===== config.mk =====
export PLATFORM = sky130hd
export DESIGN_NAME = vectored_interrupt_controller
export DESIGN_NICKNAME = d
export VERILOG_FILES = /design/src/design/vic_pkg.sv /design/src/design/vectored_interrupt_controller.sv
export SDC_FILE = /design/constraint.sdc
export NUM_CORES = 1
export LEC_CHECK = 0
export BUFFER_PORTS_ARGS = -buffer_cell sky130_fd_sc_hd__buf_4
export CORE_ASPECT_RATIO = 1.1
export CORE_UTILIZATION = 60
export CTS_BUF_LIST = sky130_fd_sc_hd__clkbuf_4
export CTS_CLUSTER_DIAMETER = 30
export DETAILED_ROUTE_END_ITERATION = 10
export PLACE_DENSITY = 0.79
export SLEW_MARGIN = 10
export SYNTH_ARGS = -nofsm -noshare
export SYNTH_HDL_FRONTEND = slang
export SYNTH_SLANG_ARGS = --single-unit

===== constraint.sdc =====
create_clock -name clk -period 5.4 [get_ports clk]
set_clock_uncertainty 0.2 [all_clocks]
set_input_delay 1.08 -clock clk [delete_from_list [all_inputs] [get_ports clk]]
set_output_delay 1.08 -clock clk [all_outputs]
set_load 0.05 [all_outputs]

===== src/design/vic_pkg.sv =====
package vic_pkg;

    // Number of interrupt lines wired to the controller (2 to 64).
    localparam int unsigned IRQ_LINES = 64;

    localparam int unsigned DATA_W = 64;
    localparam int unsigned LINE_W = 6;
    localparam int unsigned VEC_SHIFT = 3;

    // Lines at or above IRQ_LINES never take part in selection.
    localparam logic [DATA_W-1:0] LINE_MASK =
        (IRQ_LINES >= DATA_W) ? {DATA_W{1'b1}}
                              : ((64'd1 << IRQ_LINES) - 64'd1);

    typedef enum logic [2:0] {
        KIND_RAISE = 3'd0,
        KIND_CLEAR = 3'd1,
        KIND_READ  = 3'd2,
        KIND_WRITE = 3'd3,
        KIND_SERVE = 3'd4
    } kind_t;

    typedef enum logic [2:0] {
        REG_PENDING = 3'd0,
        REG_ENABLE  = 3'd1,
        REG_CONTROL = 3'd2,
        REG_VBASE   = 3'd3,
        REG_CURRENT = 3'd4,
        REG_ACK     = 3'd5
    } reg_index_t;

endpackage


===== src/design/vectored_interrupt_controller.sv =====
// Vectored interrupt controller, fixed priority (lowest line wins).
// Input channel (in_valid/in_ready) carries one command per beat: raise or
// clear a line, a bus read or write of a register, or a serve request.
// Output channel (out_valid/out_ready) returns exactly one result beat per
// command: read data, and for a taken serve the line and its vector address.
// A command lands in an input register; the mask update, priority encode
// and vector add run combinationally on it, and the result lands in the
// output register.
// Throughput is one command per cycle while the receiver does not stall; the
// single 64-bit vector add and the 64-line priority encoder set the cycle path.
// While the receiver stalls, the held result stays put and one more command
// may wait in the input register; in_ready drops only when both are full.
// Commands take effect on the masks in order, one per cycle of progress.
// Reset clears all masks, the control word, the vector base and the current
// interrupt, and empties both registers.
module vectored_interrupt_controller
(
    input  logic        clk,
    input  logic        rst_n,
    input  logic        in_valid,
    output logic        in_ready,
    input  logic [2:0]  kind,
    input  logic [6:0]  line_num,
    input  logic [2:0]  reg_index,
    input  logic [63:0] write_data,
    input  logic        core_busy,
    output logic        out_valid,
    input  logic        out_ready,
    output logic [63:0] read_data,
    output logic        serve_taken,
    output logic [5:0]  serve_line,
    output logic [63:0] vec_address
);

    localparam int unsigned DW = vic_pkg::DATA_W;
    localparam int unsigned LW = vic_pkg::LINE_W;

    // input register
    logic          in_valid_reg;
    logic [2:0]    kind_reg;
    logic [6:0]    line_reg;
    logic [2:0]    idx_reg;
    logic [DW-1:0] data_reg;
    logic          busy_reg;

    // controller state
    logic [DW-1:0] pending_reg, pending_next;
    logic [DW-1:0] enable_reg, enable_next;
    logic [DW-1:0] control_reg, control_next;
    logic [DW-1:0] vbase_reg, vbase_next;
    logic          cur_valid_reg, cur_valid_next;
    logic [LW-1:0] cur_line_reg, cur_line_next;

    // output register
    logic          out_valid_reg;
    logic [DW-1:0] rdata_reg, rdata_next;
    logic          taken_reg, taken_next;
    logic [LW-1:0] sline_reg, sline_next;
    logic [DW-1:0] vaddr_reg, vaddr_next;

    logic          advance;
    logic          fire;
    logic [DW-1:0] active;
    logic          any_active;
    logic [LW-1:0] sel_line;
    logic [DW-1:0] line_onehot;
    logic          line_ok;
    logic [DW-1:0] sel_onehot;

    assign advance  = !out_valid_reg || out_ready;
    assign fire     = in_valid_reg && advance;
    assign in_ready = !in_valid_reg || advance;

    assign active     = pending_reg & enable_reg & vic_pkg::LINE_MASK;
    assign any_active = |active;

    always_comb
    begin
        sel_line = '0;
        for (int i = DW - 1; i >= 0; i--)
        begin
            if (active[i])
            begin
                sel_line = LW'(i);
            end
        end
    end

    assign line_ok     = (line_reg < 7'(vic_pkg::IRQ_LINES));
    assign line_onehot = line_ok ? (64'd1 << line_reg[LW-1:0]) : '0;
    assign sel_onehot  = 64'd1 << sel_line;

    always_comb
    begin
        pending_next   = pending_reg;
        enable_next    = enable_reg;
        control_next   = control_reg;
        vbase_next     = vbase_reg;
        cur_valid_next = cur_valid_reg;
        cur_line_next  = cur_line_reg;
        rdata_next     = '0;
        taken_next     = 1'b0;
        sline_next     = '0;
        vaddr_next     = '0;
        unique case (vic_pkg::kind_t'(kind_reg))
            vic_pkg::KIND_RAISE:
            begin
                pending_next = pending_reg | line_onehot;
            end
            vic_pkg::KIND_CLEAR:
            begin
                pending_next = pending_reg & ~line_onehot;
            end
            vic_pkg::KIND_READ:
            begin
                unique case (vic_pkg::reg_index_t'(idx_reg))
                    vic_pkg::REG_PENDING: rdata_next = pending_reg;
                    vic_pkg::REG_ENABLE:  rdata_next = enable_reg;
                    vic_pkg::REG_CONTROL: rdata_next = control_reg;
                    vic_pkg::REG_VBASE:   rdata_next = vbase_reg;
                    vic_pkg::REG_CURRENT:
                        rdata_next = cur_valid_reg ? DW'(cur_line_reg) : {DW{1'b1}};
                    default:              rdata_next = '0;
                endcase
            end
            vic_pkg::KIND_WRITE:
            begin
                unique case (vic_pkg::reg_index_t'(idx_reg))
                    vic_pkg::REG_PENDING: pending_next = pending_reg & ~data_reg;
                    vic_pkg::REG_ENABLE:  enable_next  = data_reg;
                    vic_pkg::REG_CONTROL: control_next = data_reg;
                    vic_pkg::REG_VBASE:   vbase_next   = data_reg;
                    vic_pkg::REG_ACK:
                    begin
                        if (cur_valid_reg && (data_reg == DW'(cur_line_reg)))
                        begin
                            cur_valid_next = 1'b0;
                        end
                    end
                    default: ;
                endcase
            end
            vic_pkg::KIND_SERVE:
            begin
                if (control_reg[0] && !busy_reg && any_active)
                begin
                    cur_valid_next = 1'b1;
                    cur_line_next  = sel_line;
                    pending_next   = pending_reg & ~sel_onehot;
                    taken_next     = 1'b1;
                    sline_next     = sel_line;
                    vaddr_next     = vbase_reg + (DW'(sel_line) << vic_pkg::VEC_SHIFT);
                end
            end
            default: ;
        endcase
    end

    always_ff @(posedge clk or negedge rst_n)
    begin
        if (!rst_n)
        begin
            in_valid_reg  <= 1'b0;
            out_valid_reg <= 1'b0;
            pending_reg   <= '0;
            enable_reg    <= '0;
            control_reg   <= '0;
            vbase_reg     <= '0;
            cur_valid_reg <= 1'b0;
            cur_line_reg  <= '0;
        end
        else
        begin
            if (in_ready)
            begin
                in_valid_reg <= in_valid;
            end
            if (advance)
            begin
                out_valid_reg <= in_valid_reg;
            end
            if (fire)
            begin
                pending_reg   <= pending_next;
                enable_reg    <= enable_next;
                control_reg   <= control_next;
                vbase_reg     <= vbase_next;
                cur_valid_reg <= cur_valid_next;
                cur_line_reg  <= cur_line_next;
            end
        end
    end

    always_ff @(posedge clk)
    begin
        if (in_ready && in_valid)
        begin
            kind_reg <= kind;
            line_reg <= line_num;
            idx_reg  <= reg_index;
            data_reg <= write_data;
            busy_reg <= core_busy;
        end
        if (fire)
        begin
            rdata_reg <= rdata_next;
            taken_reg <= taken_next;
            sline_reg <= sline_next;
            vaddr_reg <= vaddr_next;
        end
    end

    assign out_valid   = out_valid_reg;
    assign read_data   = rdata_reg;
    assign serve_taken = taken_reg;
    assign serve_line  = sline_reg;
    assign vec_address = vaddr_reg;

endmodule

==> results.sh <==
export IMPL_yosys_warnings=0
export IMPL_floorplan_initialDensity=0.610
export IMPL_grt_pass1_vias=20231
export IMPL_design_portCount=219
export IMPL_async_reset_ff_frac=0.554
export IMPL_power_frac_comb=0.145
export IMPL_startpoint_type="flop"
export IMPL_outcome="finished, final reports clean"
export IMPL_max_freq_mhz=196
export IMPL_holdBufCountCts=0
export IMPL_synth_top_area_frac=0.277
export IMPL_drive_above_1_share=0.280
export IMPL_antenna_found_initial=1
export IMPL_place_gp_congestion=1.01
export IMPL_die_area_sq_mm=0.0406
export IMPL_core_sq_mm=0.0392
export IMPL_final_hold_viol_count=0
export IMPL_die_y_um=211
export IMPL_critPathKind="flop to flop"
export IMPL_grt_overflow_total=0
export IMPL_p_per_area_mw_per_mm2=327
export IMPL_postLayoutCellArea_sq_mm=0.0277
export IMPL_mostFrequentLayoutCell="nor2_1"
export IMPL_yosysSeqAreaShare=0.545
export IMPL_worst_slew_pin_slew_ps=1330
export IMPL_drt_iter0_drc=2018
export IMPL_endpoint_kind="flop"
export IMPL_cts_buffers=132
export IMPL_drc=0
export IMPL_synthesis_nets=2274
export IMPL_drtPass1Iterations=7
export IMPL_grt_usage=0.393
export IMPL_clock_path_buffers=3
export IMPL_slew_headroom=0.107
export IMPL_grt_pass1_wl_um=119000
export IMPL_critical_path_max_stage_delay_ps=730
export IMPL_reg2reg_depth=16
export IMPL_hpwl_um=53200
export IMPL_yosys_area_top_type="dfrtp_1"
export IMPL_p_leak_nw=11.4
export IMPL_clkPwrFrac=0.361
export IMPL_syn_inst=2186
export IMPL_netlist_area_sq_mm=0.0239
export IMPL_postSynthAreaPerCell_sq_um=10.9
export IMPL_cts_setup_buffers=0
export IMPL_dr_total_vias=20288
export IMPL_htreeDepth=4
export IMPL_cap_violations=0
export IMPL_hold_class="input pin to asynchronous set/reset pin"
export IMPL_cts_root_buf="clkbuf_4"
export IMPL_cts_tree="done"
export IMPL_swShare=0.299
export IMPL_die_w_um=192
export IMPL_fin_tns_setup_ps=0
export IMPL_r2r_end="vec_address[41]$_SDFFCE_PN0P_"
export IMPL_grt_start_max_net_pins=115
export IMPL_ant_nets=0
export IMPL_crit_arrival_ps=5490
export IMPL_synth_edf_count=213
export IMPL_period_share=0.944
export IMPL_nets=2524
export IMPL_final_cell_mix="nor2_1 (346), dfrtp_1 (265), buf_4 (255), edfxtp_1 (213), mux2_2 (207)"
export IMPL_rsz0062_at_grt="false"
export IMPL_cp_slowest_cell="or4_1"
export IMPL_final_core_util=0.707
export IMPL_path_buf_inv=1
export IMPL_cts_sinks=478
export IMPL_vdd_ir_drop_max_v=0.000249
export IMPL_io_buffers=218
export IMPL_cp_required_ps=5790
export IMPL_routed_wl_um=78300
export IMPL_cts_resized_gates=0
export IMPL_internal_power_mw=6.34
export IMPL_via_per_inst=6.67
export IMPL_p_switching_mw=2.71
export IMPL_clock_latency_ps=880
export IMPL_reg2reg_from="pending_reg[10]$_DFFE_PN0P_"
export IMPL_cp_cell_sequence="nand2_1, a32oi_1, o2111ai_1, or4_1, a21o_1, and3_1, fa_1, a21o_1, a21oi_1, o21bai_1, a21oi_1, buf_4, nor3_2, and3_1, xnor2_1, nor2_1"
export IMPL_ys_top_cells_by_area="dfrtp_1 (28%), edfxtp_1 (27%), mux2_2 (9.8%), nor2_1 (5.4%), a21oi_1 (2.8%)"
export IMPL_finalSetupViolCount=0
export IMPL_cp_top_family="compound AO/OA/AOI/OAI gates"
export IMPL_wl_per_cell_um=25.8
export IMPL_cts_clk_slew_worst_paths_ps=60
export IMPL_place_area_sq_mm=0.0260
export IMPL_pwr_share_seq=0.494
export IMPL_whs_ps=39.8
export IMPL_period_minus_slack_ps=5100
export IMPL_rows=76
export IMPL_drv_slew=0
export IMPL_r2r_slack_ps=300
export IMPL_synth_top_flop_cell="dfrtp_1"
export IMPL_area_growth_pct=15.9
export IMPL_crit_fanout=10
export IMPL_ys_seq_elements=478
export IMPL_synth_cell_types=75
==> through the flow <==
stage / setup WS, ps / power [mW] / cells
6_report: 301 / 9.05 / 3041
5_1_grt: 218 / 9.38 / 3041
4_1_cts: 400 / 9.06 / 3040
3_5_place_dp: 411 / 5.82 / 2809
3_3_place_gp: 509 / 5.78 / 2809
2_1_floorplan: 787 / 5.28 / 2186
==> cells by family after synthesis <==
kind of cell | Yosys count | share of synthesized area
fa+ha+maj | 6 | 0.00346
mux | 269 | 0.126
xor+xnor | 32 | 0.0117
flops | 478 | 0.545
compound gates | 523 | 0.150
buf+inv | 158 | 0.0263
simple gates | 720 | 0.137
==> power by group through the flow <==
stage | Clock, mW | Sequential, mW | Combinational [mW]
5_1_grt | 3.49 | 4.50 | 1.39
4_1_cts | 3.30 | 4.46 | 1.30
2_1_floorplan | 0 | 4.64 | 0.639
6_report | 3.26 | 4.47 | 1.31
3_3_place_gp | 0 | 4.51 | 1.27
3_5_place_dp | 0 | 4.53 | 1.29
==> synthesized netlist by cell type (35+ instances only) <==
library cell and instances:
a211oi_1 63, a21oi_1 136, a22oi_1 42, a31oi_1 35, clkbuf_1 112, dfrtp_1 265, edfxtp_1 213, mux2_2 207
mux2i_1 57, nand2_1 130, nand3_1 55, nor2_1 347, o21ai_0 51, o22ai_1 63, o32a_1 40
==> how the worst max path moves through the flow <==
stage                                            from                       endpoint  depth (start not counted)
after floorplan                             out_ready     read_data[0]$_SDFFCE_PP0P_                          3
after global placement    pending_reg[10]$_DFFE_PN0P_  vec_address[45]$_SDFFCE_PN0P_                         16
after detailed placement  pending_reg[10]$_DFFE_PN0P_  vec_address[45]$_SDFFCE_PN0P_                         16
after CTS                 pending_reg[10]$_DFFE_PN0P_  vec_address[41]$_SDFFCE_PN0P_                         16
after global routing      pending_reg[10]$_DFFE_PN0P_  vec_address[41]$_SDFFCE_PN0P_                         16
final                     pending_reg[10]$_DFFE_PN0P_  vec_address[41]$_SDFFCE_PN0P_                         16
==> final cells by class <==
class | instances | area [sq um]
Multi-Input combinational cell | 1550 | 10300
Antenna cell | 1 | 2.50
Inverter | 14 | 57.6
Tap cell | 507 | 634
Sequential cell | 478 | 13000
Clock inverter | 31 | 153
Clock buffer | 200 | 1500
Timing Repair Buffer | 260 | 2010
Fill cell | 2929 | 11500
==> metal layers <==
metal,global-route usage,vias up,part of all wire,wire [um]
li1,-,8796,-,-
met1,0.509,10009,0.38,30200
met2,0.612,1228,0.47,37000
met3,0.0802,255,0.088,6910
met4,0.235,0,0.055,4300
met5,0,-,0,0
(Power assumes the default switching activity.)
